[config.mk]
export PLATFORM = sky130hd
export DESIGN_NAME = timed_valve_motor_controller_core
export DESIGN_NICKNAME = d
export VERILOG_FILES = /design/src/design/tvmc_pkg.sv /design/src/design/timed_valve_motor_controller_core.sv
export VERILOG_INCLUDE_DIRS = /design/src /design/src/design
export SDC_FILE = /design/constraint.sdc
export NUM_CORES = 1
export LEC_CHECK = 0
export ABC_CLOCK_PERIOD_IN_PS = 14300
export BUFFER_PORTS_ARGS = -buffer_cell sky130_fd_sc_hd__buf_2
export CORE_UTILIZATION = 45
export CTS_CLUSTER_DIAMETER = 80
export DETAILED_ROUTE_END_ITERATION = 12
export GPL_TIMING_DRIVEN = 0
export HOLD_SLACK_MARGIN = 0.06
export PLACE_DENSITY_LB_ADDON = 0.1
export SLEW_MARGIN = 40
export SYNTH_ARGS = -nofsm -noshare
export SYNTH_HDL_FRONTEND = slang
export SYNTH_SLANG_ARGS = --single-unit
[constraint.sdc]
create_clock -name clk -period 14.3 [get_ports clk]
set_clock_uncertainty 0.05 [all_clocks]
set_input_delay 2.145 -clock clk [delete_from_list [all_inputs] [get_ports clk]]
set_output_delay 2.145 -clock clk [all_outputs]
set_load 0.03 [all_outputs]
[src/design/timed_valve_motor_controller_core_defines.svh]
// Assertion helpers for the valve motor controller core.
`ifndef TIMED_VALVE_MOTOR_CONTROLLER_CORE_DEFINES_SVH
`define TIMED_VALVE_MOTOR_CONTROLLER_CORE_DEFINES_SVH

// Same-cycle implication, sampled on clk, off during reset.
`define TVMC_ASSERT_NOW(lbl, ante, cons, msg) \
	lbl: assert property (@(posedge clk) disable iff (!arst_n) (ante) |-> (cons)) \
		else $error(msg);

// Next-cycle implication, sampled on clk, off during reset.
`define TVMC_ASSERT_NEXT(lbl, ante, cons, msg) \
	lbl: assert property (@(posedge clk) disable iff (!arst_n) (ante) |=> (cons)) \
		else $error(msg);

`endif

[src/design/tvmc_pkg.sv]
package tvmc_pkg;

	localparam int VALVE_COUNT = 3;
	localparam int VALVE_W     = 2;
	localparam int ACTION_W    = 2;
	localparam int TIME_W      = 32;
	localparam int TRAVEL_W    = 24;
	localparam int RELAY_W     = 2 * VALVE_COUNT;
	localparam int POS_W       = 2;

	// item packing
	localparam int S_TDATA_W = 40;
	localparam int S_TUSER_W = 1;
	localparam int M_TDATA_W = 16;
	localparam int CFG_IDX_W = 2;
	localparam int CFG_DAT_W = TRAVEL_W;

	localparam logic [TRAVEL_W-1:0] HALF_TRAVEL_RST = 24'd15000;
	localparam logic [TRAVEL_W-1:0] FULL_TRAVEL_RST = 24'd30000;

	typedef enum logic [0:0] {
		CMD_VALVE = 1'b0,
		CMD_TICK  = 1'b1
	} cmd_t;

	typedef enum logic [ACTION_W-1:0] {
		ACT_OPEN       = 2'd0,
		ACT_HALF_OPEN  = 2'd1,
		ACT_HALF_CLOSE = 2'd2,
		ACT_CLOSE      = 2'd3
	} action_t;

	typedef enum logic [CFG_IDX_W-1:0] {
		CFG_HALF_TRAVEL = 2'd0,
		CFG_FULL_TRAVEL = 2'd1,
		CFG_CLOSE_CCW   = 2'd2,
		CFG_SPARE       = 2'd3
	} cfg_idx_t;

	typedef logic signed [POS_W-1:0] pos_t;

	localparam pos_t POS_CLOSED = -2'sd1;
	localparam pos_t POS_HALF   = 2'sd0;
	localparam pos_t POS_OPEN   = 2'sd1;

endpackage

[src/design/timed_valve_motor_controller_core.sv]
// Timed valve motor controller core: three valves, two relays each.
// An accepted item waits in the stage 1 input register and then moves on into the result register.
// Throughput: one item per cycle; stage 1 and the result register move on together,
// so the input only stalls while the result register is full and not being drained.
// Reset (arst_n low, asynchronous): positions half, no deadline armed,
// relays off, travel registers back to 15000 / 30000 ms, close_ccw 0.
`include "timed_valve_motor_controller_core_defines.svh"

module timed_valve_motor_controller_core (
	input  logic                            clk,
	input  logic                            arst_n,
	// slave side, lowest bit up: valve[1:0], action[3:2], now_ms[35:4], pad[39:36]
	input  logic                            s_axis_tvalid,
	output logic                            s_axis_tready,
	input  logic [tvmc_pkg::S_TDATA_W-1:0]  s_axis_tdata,
	// tuser, lowest bit up: cmd[0]
	input  logic [tvmc_pkg::S_TUSER_W-1:0]  s_axis_tuser,
	// master side, lowest bit up: relay_drive[5:0], addressed_position[7:6],
	//                             accepted[8], motors_running[11:9], pad[15:12]
	output logic                            m_axis_tvalid,
	input  logic                            m_axis_tready,
	output logic [tvmc_pkg::M_TDATA_W-1:0]  m_axis_tdata,
	// register write channel
	input  logic                            cfg_valid,
	output logic                            cfg_ready,
	input  logic [tvmc_pkg::CFG_IDX_W-1:0]  cfg_index,
	input  logic [tvmc_pkg::CFG_DAT_W-1:0]  cfg_data
);
	import tvmc_pkg::*;

	// ---------------------------------------------------------------
	// configuration registers; always ready, sender keeps writes to idle spells
	// ---------------------------------------------------------------
	logic [TRAVEL_W-1:0] half_travel_q;
	logic [TRAVEL_W-1:0] full_travel_q;
	logic                close_ccw_q;

	assign cfg_ready = 1'b1;

	always_ff @(posedge clk or negedge arst_n) begin
		if (!arst_n) begin
			half_travel_q <= HALF_TRAVEL_RST;
			full_travel_q <= FULL_TRAVEL_RST;
			close_ccw_q   <= 1'b0;
		end else if (cfg_valid) begin
			case (cfg_idx_t'(cfg_index))
				CFG_HALF_TRAVEL: half_travel_q <= cfg_data;
				CFG_FULL_TRAVEL: full_travel_q <= cfg_data;
				CFG_CLOSE_CCW:   close_ccw_q   <= cfg_data[0];
				default: ;
			endcase
		end
	end

	// ---------------------------------------------------------------
	// stage 1: input register
	// ---------------------------------------------------------------
	logic                valid_s1;
	cmd_t                cmd_s1;
	logic [VALVE_W-1:0]  valve_s1;
	action_t             action_s1;
	logic [TIME_W-1:0]   now_s1;
	logic                adv_s1;

	// stage 1 hands on when the result register is empty or being drained
	assign adv_s1        = valid_s1 && (!m_axis_tvalid || m_axis_tready);
	assign s_axis_tready = !valid_s1 || adv_s1;

	always_ff @(posedge clk or negedge arst_n) begin
		if (!arst_n) begin
			valid_s1 <= 1'b0;
		end else if (s_axis_tready) begin
			valid_s1 <= s_axis_tvalid;
		end
	end

	always_ff @(posedge clk) begin
		if (s_axis_tready && s_axis_tvalid) begin
			cmd_s1    <= cmd_t'(s_axis_tuser[0]);
			valve_s1  <= s_axis_tdata[VALVE_W-1:0];
			action_s1 <= action_t'(s_axis_tdata[VALVE_W +: ACTION_W]);
			now_s1    <= s_axis_tdata[VALVE_W+ACTION_W +: TIME_W];
		end
	end

	// ---------------------------------------------------------------
	// valve state
	// ---------------------------------------------------------------
	pos_t                pos_q      [VALVE_COUNT];
	logic [TIME_W-1:0]   deadline_q [VALVE_COUNT];
	logic [VALVE_COUNT-1:0] armed_q;
	logic [RELAY_W-1:0]  relay_q;

	// ---------------------------------------------------------------
	// single pass: decide the move for the addressed valve, or release
	// expired motors on a tick
	// ---------------------------------------------------------------
	logic                valve_ok;
	pos_t                cur_pos;
	logic signed [2:0]   pos_sum;
	logic                start;
	logic                use_full;
	logic                opening;
	pos_t                target;
	logic [TRAVEL_W-1:0] span;
	logic [TIME_W-1:0]   deadline_new;
	logic                second_relay;

	pos_t                pos_d      [VALVE_COUNT];
	logic [TIME_W-1:0]   deadline_d [VALVE_COUNT];
	logic [VALVE_COUNT-1:0] armed_d;
	logic [RELAY_W-1:0]  relay_d;
	pos_t                out_pos;

	assign valve_ok = (valve_s1 < VALVE_W'(VALVE_COUNT));
	assign cur_pos  = valve_ok ? pos_q[valve_s1[VALVE_W-1:0]] : POS_HALF;

	// close guard: sum of all positions, range -3..3
	assign pos_sum = {pos_q[0][1], pos_q[0]} + {pos_q[1][1], pos_q[1]}
		+ {pos_q[2][1], pos_q[2]};

	always_comb begin
		start    = 1'b0;
		use_full = 1'b0;
		opening  = 1'b0;
		target   = cur_pos;
		case (action_s1)
			ACT_OPEN: begin
				opening = 1'b1;
				target  = POS_OPEN;
				if (cur_pos == POS_HALF) begin
					start = 1'b1;
				end else if (cur_pos == POS_CLOSED) begin
					start    = 1'b1;
					use_full = 1'b1;
				end
			end
			ACT_HALF_OPEN: begin
				opening = 1'b1;
				target  = POS_HALF;
				start   = (cur_pos == POS_CLOSED);
			end
			ACT_HALF_CLOSE: begin
				target = POS_HALF;
				start  = (cur_pos == POS_OPEN);
			end
			ACT_CLOSE: begin
				target = POS_CLOSED;
				if (!pos_sum[2]) begin
					if (cur_pos == POS_HALF) begin
						start = 1'b1;
					end else if (cur_pos == POS_OPEN) begin
						start    = 1'b1;
						use_full = 1'b1;
					end
				end
			end
			default: ;
		endcase
		// gate: only valve commands to a real, idle motor
		if (cmd_s1 != CMD_VALVE || !valve_ok || armed_q[valve_s1[VALVE_W-1:0]]) begin
			start = 1'b0;
		end
	end

	assign span         = use_full ? full_travel_q : half_travel_q;
	assign deadline_new = now_s1 + {{(TIME_W-TRAVEL_W){1'b0}}, span};
	// second relay runs on opening moves when ccw is set, closing moves otherwise
	assign second_relay = (opening == close_ccw_q);

	always_comb begin
		relay_d = relay_q;
		armed_d = armed_q;
		for (int v = 0; v < VALVE_COUNT; v++) begin
			pos_d[v]      = pos_q[v];
			deadline_d[v] = deadline_q[v];
			if (cmd_s1 == CMD_TICK) begin
				if (armed_q[v] && (deadline_q[v] < now_s1)) begin
					armed_d[v]       = 1'b0;
					deadline_d[v]    = '0;
					relay_d[2*v +: 2] = 2'b00;
				end
			end else if (start && (valve_s1 == VALVE_W'(v))) begin
				armed_d[v]        = 1'b1;
				deadline_d[v]     = deadline_new;
				pos_d[v]          = target;
				relay_d[2*v]      = 1'b1;
				relay_d[2*v + 1]  = relay_q[2*v + 1] | second_relay;
			end
		end
		out_pos = valve_ok ? pos_d[valve_s1[VALVE_W-1:0]] : POS_HALF;
	end

	always_ff @(posedge clk or negedge arst_n) begin
		if (!arst_n) begin
			for (int v = 0; v < VALVE_COUNT; v++) begin
				pos_q[v] <= POS_HALF;
			end
			armed_q <= '0;
			relay_q <= '0;
		end else if (adv_s1) begin
			pos_q   <= pos_d;
			armed_q <= armed_d;
			relay_q <= relay_d;
		end
	end

	// stored deadline only matters while armed
	always_ff @(posedge clk) begin
		if (adv_s1) begin
			deadline_q <= deadline_d;
		end
	end

	// ---------------------------------------------------------------
	// stage 2: result register
	// ---------------------------------------------------------------
	logic                   valid_s2;
	logic [RELAY_W-1:0]     relay_s2;
	pos_t                   pos_s2;
	logic                   accepted_s2;
	logic [VALVE_COUNT-1:0] running_s2;

	always_ff @(posedge clk or negedge arst_n) begin
		if (!arst_n) begin
			valid_s2 <= 1'b0;
		end else if (!valid_s2 || m_axis_tready) begin
			valid_s2 <= valid_s1;
		end
	end

	always_ff @(posedge clk) begin
		if (adv_s1) begin
			relay_s2    <= relay_d;
			pos_s2      <= out_pos;
			accepted_s2 <= start;
			running_s2  <= armed_d;
		end
	end

	assign m_axis_tvalid = valid_s2;
	assign m_axis_tdata  = {4'b0000, running_s2, accepted_s2, pos_s2, relay_s2};

	// ---------------------------------------------------------------
	// checks
	// ---------------------------------------------------------------
	logic [VALVE_COUNT-1:0] pair_on;

	always_comb begin
		for (int v = 0; v < VALVE_COUNT; v++) begin
			pair_on[v] = |relay_q[2*v +: 2];
		end
	end

	// a relay is only ever on while its motor has an armed deadline
	`TVMC_ASSERT_NOW(a_relay_needs_armed, 1'b1, ((pair_on & ~armed_q) == '0), "relay on with no deadline")
	// an item leaving stage 1 always lands in the result register
	`TVMC_ASSERT_NEXT(a_adv_fills_out, adv_s1, m_axis_tvalid, "item lost between stages")
	// an accepted move reports at least one running motor
	`TVMC_ASSERT_NOW(a_accept_running, (m_axis_tvalid && accepted_s2), (running_s2 != '0), "accepted move with no motor running")

endmodule
Word level (Yosys, flattened, before mapping)
Index checks and enable logic that the tools add are counted.

Register bits after elaboration: 211. Bits in latches: 0. Memory bits (writable): 0. Bits in read-only memories: 0. Input bits: 72. Output and inout port bits: 19. Word-level logic and storage cells: 133. Memories: 0.

$add $sub $neg: 3. Multipliers: 0. Divide/modulo/power cells: 0. $lt $le $gt $ge: 6. Equal/unequal tests: 13. Shift operators: 0. Multiplexer cells: 56. Bitwise logic cells: 4. Reductions and logical operators: 30.

Operators by type and width (count): 2-to-1 mux 32 bit (9); < comparator 32 bit (3); 2-to-1 mux 2 bit (20); adder 32 x 24 -> 32 bit (1); 2-to-1 mux 24 bit (1); 2-to-1 mux 1 bit (20); equality test 2 bit (second input constant) (5); AND reduction 3 bit (3); binary-select mux 2 bit (select 2 bit) (2); equality test 2 x 1 -> 1 bit (second input constant) (4); logical AND 1 bit (8); logical NOT 2 bit (4); != test 2 x 1 -> 1 bit (second input constant) (3); one-hot mux 2 bit (3 select lines) (1); AND reduction 2 bit (3); nonzero test 2 bit (3); logical OR 1 bit (4); one-hot mux 1 bit (4 select lines) (1); OR reduction 2 bit (2); adder 2 x 2 -> 3 bit (1); adder 3 bit (1); >= comparator 3 bit (second input constant) (1); logical NOT 1 bit (3); < comparator 2 x 3 -> 1 bit (second input constant) (1); other kinds (6) (8).

Longest topological paths before layout
Gate-level depths: netlist of run 1.

Word-level depth: 17. Gate-level depth with buffers: 22. Gate-level depth less buffers: 19.

Worst setup path after synthesis of run 1
Ideal clock, no wire load.

Path kind: input to register. Start: input m_axis_tready. End: register deadline_q[0] (netlist bit) (enable). Library setup time: 0.433 ns. Data arrival time: 4.462 ns. Required time: 13.817 ns. Path slack: 9.355 ns. Stages: 5. Buffers on the path: 0. Path through: nand2b_1 > nand2_1 > inv_1 > nand2_1 > o22ai_1.

Longest elaborated chain between the ends: 3.

Ends and longest elaborated chain: from (decl) (line timed_valve_motor_controller_core.sv:21) `input logic m_axis_tready,`; logical OR 1 bit (line timed_valve_motor_controller_core.sv:66) `assign adv_s1 = valid_s1 && (!m_axis_tvalid || m_axis_tready);`; logical AND 1 bit (line timed_valve_motor_controller_core.sv:66); named net adv_s1 (line timed_valve_motor_controller_core.sv:63) `logic adv_s1;`; AND reduction 3 bit (no line); to (signal assigned) (line timed_valve_motor_controller_core.sv:211) `deadline_q <= deadline_d;`; to (decl) (line timed_valve_motor_controller_core.sv:90) `logic [TIME_W-1:0] deadline_q [VALVE_COUNT];`.

The timed path passes the listed nets, and every way through them passes these cells. A chain may end at the register's enable or synchronous reset.

Worst setup path in the final report of run 1
Start: register valve_s1[0]. End: register deadline_q[95] (netlist bit), data pin.

Longest elaborated chain between the ends: 14. Elaborated cells on any way between the ends: 19. Classes of those cells: add/sub: 1; order compare: 1; eq/ne: 2; mux: 13; bitwise: 1; reduce/logical: 1.

Ends and longest elaborated chain: from (decl) (line timed_valve_motor_controller_core.sv:60) `logic [VALVE_W-1:0] valve_s1;`; from (signal assigned) (line timed_valve_motor_controller_core.sv:80) `valve_s1 <= s_axis_tdata[VALVE_W-1:0];`; NOT 2 -> 3 bit (not written as such) (line timed_valve_motor_controller_core.sv:116) `assign cur_pos = valve_ok ? pos_q[valve_s1[VALVE_W-1:0]] : POS_HALF;`; binary-select mux 2 bit (select 2 bit) (line timed_valve_motor_controller_core.sv:116); 2-to-1 mux 2 bit (not written as such) (2 in series) (line timed_valve_motor_controller_core.sv:116); 2-to-1 mux 2 bit * (line timed_valve_motor_controller_core.sv:116); equality test 2 bit (line timed_valve_motor_controller_core.sv:152) `end else if (cur_pos == POS_OPEN) begin`; 2-to-1 mux 1 bit (line timed_valve_motor_controller_core.sv:152); 2-to-1 mux 1 bit (line timed_valve_motor_controller_core.sv:150) `if (cur_pos == POS_HALF) begin`; 2-to-1 mux 1 bit (line timed_valve_motor_controller_core.sv:149) `if (!pos_sum[2]) begin`; one-hot mux 1 bit (2 select lines) * (line timed_valve_motor_controller_core.sv:127) `case (action_s1)`; 2-to-1 mux 24 bit * (line timed_valve_motor_controller_core.sv:166) `assign span = use_full ? full_travel_q : half_travel_q;`; adder 32 x 24 -> 32 bit * (line timed_valve_motor_controller_core.sv:167) `assign deadline_new = now_s1 + {{(TIME_W-TRAVEL_W){1'b0}}, span};`; 2-to-1 mux 32 bit * (line timed_valve_motor_controller_core.sv:183) `end else if (start && (valve_s1 == VALVE_W'(v))) begin`; 2-to-1 mux 32 bit * (line timed_valve_motor_controller_core.sv:177) `if (cmd_s1 == CMD_TICK) begin`.

Mark *: on every way between the ends. The rest lies on a longest branch, timed or not. The select of a mux whose other input is x is not followed.

==> results of run 1 <==
-- sequential cells by signal, summed over array words and instances (netlist names) --
| register | count |
|---|---|
| relay_s2 | 6 |
| pos_q | 6 |
| half_travel_q | 24 |
| armed_q | 3 |
| action_s1 | 2 |
| m_axis_tvalid | 1 |
| valve_s1 | 2 |
| cmd_s1 | 1 |
| valid_s1 | 1 |
| full_travel_q | 24 |
| close_ccw_q | 1 |
| running_s2 | 3 |
| deadline_q | 96 |
| relay_q | 6 |
| now_s1 | 32 |
| pos_s2 | 2 |
| accepted_s2 | 1 |
-- worst reg2reg max path: cells and delay by family (launching register included) --
kind | cells | cell delay, ns
multiplexers | 3 | 1.09
adder cells (fa/ha/maj) | 2 | 0.56
AO/OA/AOI/OAI | 8 | 1.93
AND/OR/NAND/NOR | 4 | 0.65
buffers and inverters | 4 | 0.94
flip-flops | 1 | 0.32
-- cell type report --
cell class | count | area share [%]
clock inverter | 9 | 0.3614
sequential | 211 | 45.78
inverter | 53 | 1.512
clock buffer | 35 | 5.830
buffer | 25 | 1.227
multi-input combinational | 598 | 38.26
tap | 324 | 3.081
timing repair buffer | 87 | 3.947
-- logic make-up (layout without fill, tap and decap cells) --
| kind of cell | after synthesis | in the layout | synth area share, % |
|---|---|---|---|
| xor+xnor | 21 | 21 | 1.618 |
| buf+inv | 78 | 209 | 3.170 |
| fa+ha+maj | 137 | 137 | 15.21 |
| compound gates | 187 | 187 | 11.32 |
| mux | 85 | 85 | 8.410 |
| flops | 211 | 211 | 52.99 |
| other cells | 2 | 5 | 0.06607 |
| simple gates | 163 | 163 | 7.210 |
-- report_power, final --
group | switching, mW | leakage, nW | internal [mW]
clock network | 0.246 | 0.409 | 0.372
registers | 0.0277 | 2.11 | 0.737
logic | 0.211 | 3.11 | 0.162
-- worst paths after layout --
check                                               end                   from  slack, ns  cells after the start
max in group asynchronous  full_travel_q[4]$_DFFE_PN1P_                 arst_n      12.24                      2
setup / recovery               deadline_q[95]$_DFFE_PP_  valve_s1[0]$_DFFE_PP_       8.51                     21
setup reg to reg               deadline_q[95]$_DFFE_PP_  valve_s1[0]$_DFFE_PP_       8.51                     21
hold / removal                m_axis_tvalid$_DFFE_PN0P_   valid_s1$_DFFE_PN0N_       0.43                      1
min in group asynchronous          valid_s1$_DFFE_PN0N_                 arst_n       1.40                      1
hold reg to reg               m_axis_tvalid$_DFFE_PN0P_   valid_s1$_DFFE_PN0N_       0.43                      1
-- per-layer routing --
layer | global-route usage (%) | wire, um
met1 | 26.67 | 11770
met2 | 29.39 | 10220
met3 | 2.686 | 954
met4 | 4.288 | 337
met5 | 0 | 0
-- cells in the mapped netlist, types with 10 or more instances --
master / count
nand2_1: 28
mux2_2: 78
a211oi_1: 11
dfstp_2: 14
nand4_1: 24
nor2_1: 54
o21ai_0: 19
xnor2_1: 11
a21o_1: 41
a21oi_1: 46
ha_1: 135
xor2_1: 10
inv_1: 53
dfrtp_1: 52
edfxtp_1: 145
==> results.tsv, run 1 <==
metric	value	unit
syn_inst	884	
synthArstFlopShare	31.28	%
fin_ws	8.514	ns
hold_class	flop to flop	
cts_resized	0	
clkLatencyLatePin	0.51	ns
slowest_stage	mux2_2	
nNetsFinal	1209	
gp_congestion	0.8327	
cts_sinks	211	
outcome	finished clean	
power_leakage	5.629	nW
cp_top_family	compound AO/OA/AOI/OAI gates	
setup_viol	0	
place_inst	1298	
io_pins	91	
total_power	1.756	mW
drtPass1Iterations	4	
antennaDiodeCount	0	
ctsHoldBuffers	0	
worstPathMaxFanout	10	
finalNonFillerCells	1342	
totalWireLength	23.29	mm
die-area	25900	um^2
max_stage_delay	0.41	ns
hpwl	17.60	mm
io_buffers	81	
postCtsSetupBuffers	0	
cts_tree	done	
synth_top_area_share	38.31	%
grt_pass1_vias	7234	
rows	57	
ys_top_cells_by_area	edfxtp_1, ha_1, dfrtp_1	
core	24530	um^2
yosysWarnings	0	
clockBufferDepth	3	
post-route-util	53.63	%
cp-start-kind	flop	
fp.dieW	160.9	um
cts-root-buf	clkbuf_16	
initialDrtViolationCount	360	
ir_drop	83.68	uV
syn_area_per_cell	12.86	um^2
worstPathArrival	5.99	ns
ys_ff_latch	211	
grt_overflow	0	
worst_slew_pin_slew	0.7145	ns
clk_pin_slew	0.06	ns
cts_made_buffers	24	
drive_gt1_share	24.66	%
timing.setup.tns	0	ns
die_h	160.9	um
syn_area	11370	um^2
drc	0	
design_area	13160	um^2
min_period	5.786	ns
synthDistinctLibCells	66	
fillerInstances	2171	
final_cell_mix	edfxtp_1, ha_1, buf_2, mux2_2, nor2_1	
rsz0062_at_grt	no	
start_util	46.33	%
final_common_cell	edfxtp_1	
antenna_found_initial	0	
path_cells	buf_2 > mux2i_1 > nor2_1 > a21oi_1 > inv_1 > ha_1 > and2_1 > a41oi_1 > or2_2 > clkbuf_1 > buf_2 > mux2_2 > ha_1 > o211ai_1 > o21ai_1 > o211ai_1 > a21oi_1 > o21ai_1 > o21a_1 > nor3_1 > mux2_2	
powerDensity	133.5	nW/um^2
h-tree-depth	1	
grt_max_degree	55	
routedWlPerCell	17.35	um
crit_required	14.50	ns
period_share	40.46	%
crit_buf_inv	4	
seq_area	6023	um^2
clock.fmax	0.1728	GHz
dp_slack	8.570	ns
multi_input_area	5034	um^2
finalHoldViolCount	0	
maxSlewHeadroom	52.05	%
grtUsageTotal	18.49	%
ys_seq_area_share	52.99	%
max-cap-violations	0	
ys.flop_type	edfxtp_1	
drtAntennaViolNets	0	
area_growth_syn_to_layout	15.75	%
yosys.area.top_type	edfxtp_1	
crit_type	flop to flop	
synth-edff-count	145	
endpoint_kind	flop	
dr_total_vias	7155	
grt_pass1_wl	37.87	mm
slew_viol_final	0	
vias_per_cell	5.332	
holdWs	0.4307	ns
postPlaceCellArea	12340	um^2
Note: power is estimated with default switching activity, not from simulation.
==> run 2, diff against run 1 <==
--- a/config.mk
+++ b/config.mk
@@ -6,7 +6,7 @@
 export SDC_FILE = /design/constraint.sdc
 export NUM_CORES = 1
 export LEC_CHECK = 0
-export ABC_CLOCK_PERIOD_IN_PS = 14300
+export ABC_CLOCK_PERIOD_IN_PS = 5700
 export BUFFER_PORTS_ARGS = -buffer_cell sky130_fd_sc_hd__buf_2
 export CORE_UTILIZATION = 45
 export CTS_CLUSTER_DIAMETER = 80
==> constraint.sdc (replaced) <==
create_clock -name clk -period 5.7 [get_ports clk]
set_clock_uncertainty 0.05 [all_clocks]
set_input_delay 0.855 -clock clk [delete_from_list [all_inputs] [get_ports clk]]
set_output_delay 0.855 -clock clk [all_outputs]
set_load 0.03 [all_outputs]
==> run 2 against run 1 <==
  * Combinational power rose to 2.5 times the previous value
  * Non-clock buffer count down 1
  * Global-route usage about the same
  * Power rose to 2.5 times the previous value
  * Die area unchanged
  * Cell area up 0.13%
  * Via count up 0.25%
  * Register-to-register slack worse by 8.2 ns
  * Worst hold slack worse by 0.32 ns
  * First-iteration DRC count up 2.5%
  * Wire length up 0.13%
  * Critical endpoint is now deadline_q[56]$_DFFE_PP_
  * Largest cell class unchanged
  * Largest power group unchanged
  * Highest routed layer unchanged
==> results.tsv, run 2 (same netlist as run 1, synthesis figures left out) <==
metric	value	unit
worst_slew_pin_slew	0.7133	ns
place_inst	1298	
grt_max_degree	55	
crit_buf_inv	3	
period_share	93.74	%
core	24530	um^2
reg2reg_from	valve_s1[0]$_DFFE_PP_	
timing.setup.tns	0	ns
largest_register_ffs	96	
min_period	5.343	ns
clock.fmax	0.1872	GHz
max_stage_delay	0.43	ns
design_area	13170	um^2
cts_tree	done	
maxSlewHeadroom	52.13	%
antenna_found_initial	0	
hold_class	primary input to async pin	
finalNonFillerCells	1341	
grtUsageTotal	18.49	%
io_pins	91	
nNetsFinal	1208	
crit_start	valve_s1[0]$_DFFE_PP_	
crit_type	flop to flop	
die-area	25900	um^2
ctsHoldBuffers	0	
ir_drop	210.8	uV
hpwl	17.60	mm
final_cell_mix	edfxtp_1, ha_1, buf_2, mux2_2, nor2_1	
clk_pin_slew	0.06	ns
vias_per_cell	5.349	
grt_pass1_wl	37.85	mm
drtPass1Iterations	4	
slowest_stage	a311o_2	
cts_sinks	211	
h-tree-depth	1	
power_leakage	5.633	nW
cp_common_cell	a21oi_1	
totalWireLength	23.32	mm
grt_pass1_vias	7231	
gp_congestion	0.8327	
rows	57	
reg.largest.list	deadline_q x96, now_s1 x32	
slew_viol_final	0	
fp.dieW	160.9	um
start_util	46.33	%
initialDrtViolationCount	369	
drive_gt1_share	25.07	%
path_cells	buf_2 > mux2i_1 > nor2_1 > a21oi_1 > inv_1 > ha_1 > and2_1 > a41oi_1 > or2_2 > buf_4 > mux2_2 > ha_1 > a21oi_1 > o21ai_0 > a21o_2 > a21oi_1 > o31ai_4 > a311o_2 > o21ai_1 > mux2_1	
dr_total_vias	7173	
area_growth_syn_to_layout	15.91	%
routedWlPerCell	17.39	um
postPlaceCellArea	12340	um^2
clockBufferDepth	3	
clkLatencyLatePin	0.51	ns
drtAntennaViolNets	0	
drc	0	
finalHoldViolCount	0	
die_h	160.9	um
rsz0062_at_grt	no	
setup_viol	0	
endpoint_kind	flop	
grt_overflow	0	
outcome	finished clean	
crit_required	5.89	ns
cts_made_buffers	24	
io_buffers	81	
antennaDiodeCount	0	
cts-root-buf	clkbuf_16	
worstPathArrival	5.54	ns
max-cap-violations	0	
cp-start-kind	flop	
max_flop_register	deadline_q	
postCtsSetupBuffers	0	
powerDensity	334.8	nW/um^2
cp_top_family	compound AO/OA/AOI/OAI gates	
fillerInstances	2171	
worstPathMaxFanout	10	
final_common_cell	edfxtp_1	
[run 2: cell types whose count changed in the layout (fill, tap and decap cells not counted)]
| cell | before | now |
|---|---|---|
| a31oi_2 | 1 | 2 |
| a21oi_2 | 0 | 1 |
| o21ai_2 | 0 | 1 |
| buf_2 | 84 | 83 |
| a21oi_1 | 45 | 44 |
| o21ai_1 | 5 | 4 |
| nor3_2 | 0 | 1 |
| a31oi_1 | 6 | 5 |
| clkbuf_1 | 12 | 11 |
| nor3_1 | 7 | 6 |
| buf_4 | 8 | 9 |
[run 2: path summary, 6_finish.rpt]
path,to,slack [ns],cells past startpoint
worst min register to register,m_axis_tvalid$_DFFE_PN0P_,0.43,1
worst max register to register,deadline_q[56]$_DFFE_PP_,0.36,20
worst min-delay path,valid_s1$_DFFE_PN0N_,0.11,1
min in group clk,m_axis_tvalid$_DFFE_PN0P_,0.43,1
max in group asynchronous,half_travel_q[3]$_DFFE_PN1P_,4.92,2
worst max-delay path,deadline_q[56]$_DFFE_PP_,0.36,20
[run 2: stage by stage]
stage	setup slack (ns)	util (%)	total power [mW]	hold slack (ns)
3_5_place_dp	-0.03043	50.31	2.884	0.4266
3_3_place_gp	-0.2540	49.68	2.862	0.4212
4_1_cts	0.02680	53.64	4.445	0.09409
5_1_grt	0.03098	53.70	4.643	0.09564
6_report	0.3569	53.70	4.410	0.1098
2_1_floorplan	0.9817	-	2.624	0.4059
[run 2: worst reg2reg max path: cells and delay by family (launching register included)]
| kind | cells | cell delay, ns |
|---|---|---|
| flops | 1 | 0.32 |
| compound gates | 9 | 2.04 |
| simple gates | 3 | 0.47 |
| buf+inv | 3 | 0.59 |
| fa+ha+maj | 2 | 0.53 |
| mux | 3 | 1.08 |
[run 2: per-layer routing]
| metal | vias to the layer above | part of all wire, % | global-route usage [%] |
|---|---|---|---|
| met3 | 28 | 3.6 | 2.686 |
| met2 | 116 | 44 | 29.41 |
| met5 | - | 0 | 0 |
| met4 | 0 | 1.4 | 4.288 |
| li1 | 3565 | - | - |
| met1 | 3464 | 51 | 26.63 |
[run 2: layout make-up]
class	instances	area, um^2	share of cell area (%)
multi-input cells	598	5052	38.35
flip-flops and latches	211	6023	45.72
plain buffers	24	160.2	1.216
inverters	53	198.9	1.510
well taps	324	405.4	3.077
clock inverters	9	47.55	0.3609
clock buffers	35	767.0	5.822
repair buffers	87	519.2	3.941
[run 2: power breakdown]
part	internal, mW	switching, mW
Clock	0.933	0.616
Combinational	0.409	0.533
Sequential	1.85	0.0699
[run 2: timing repair]
action | CTS | global route
endpoints found under the setup margin | 6 | 27
hold endpoints to repair | 0 | 0
gates resized for setup | 1 | 4
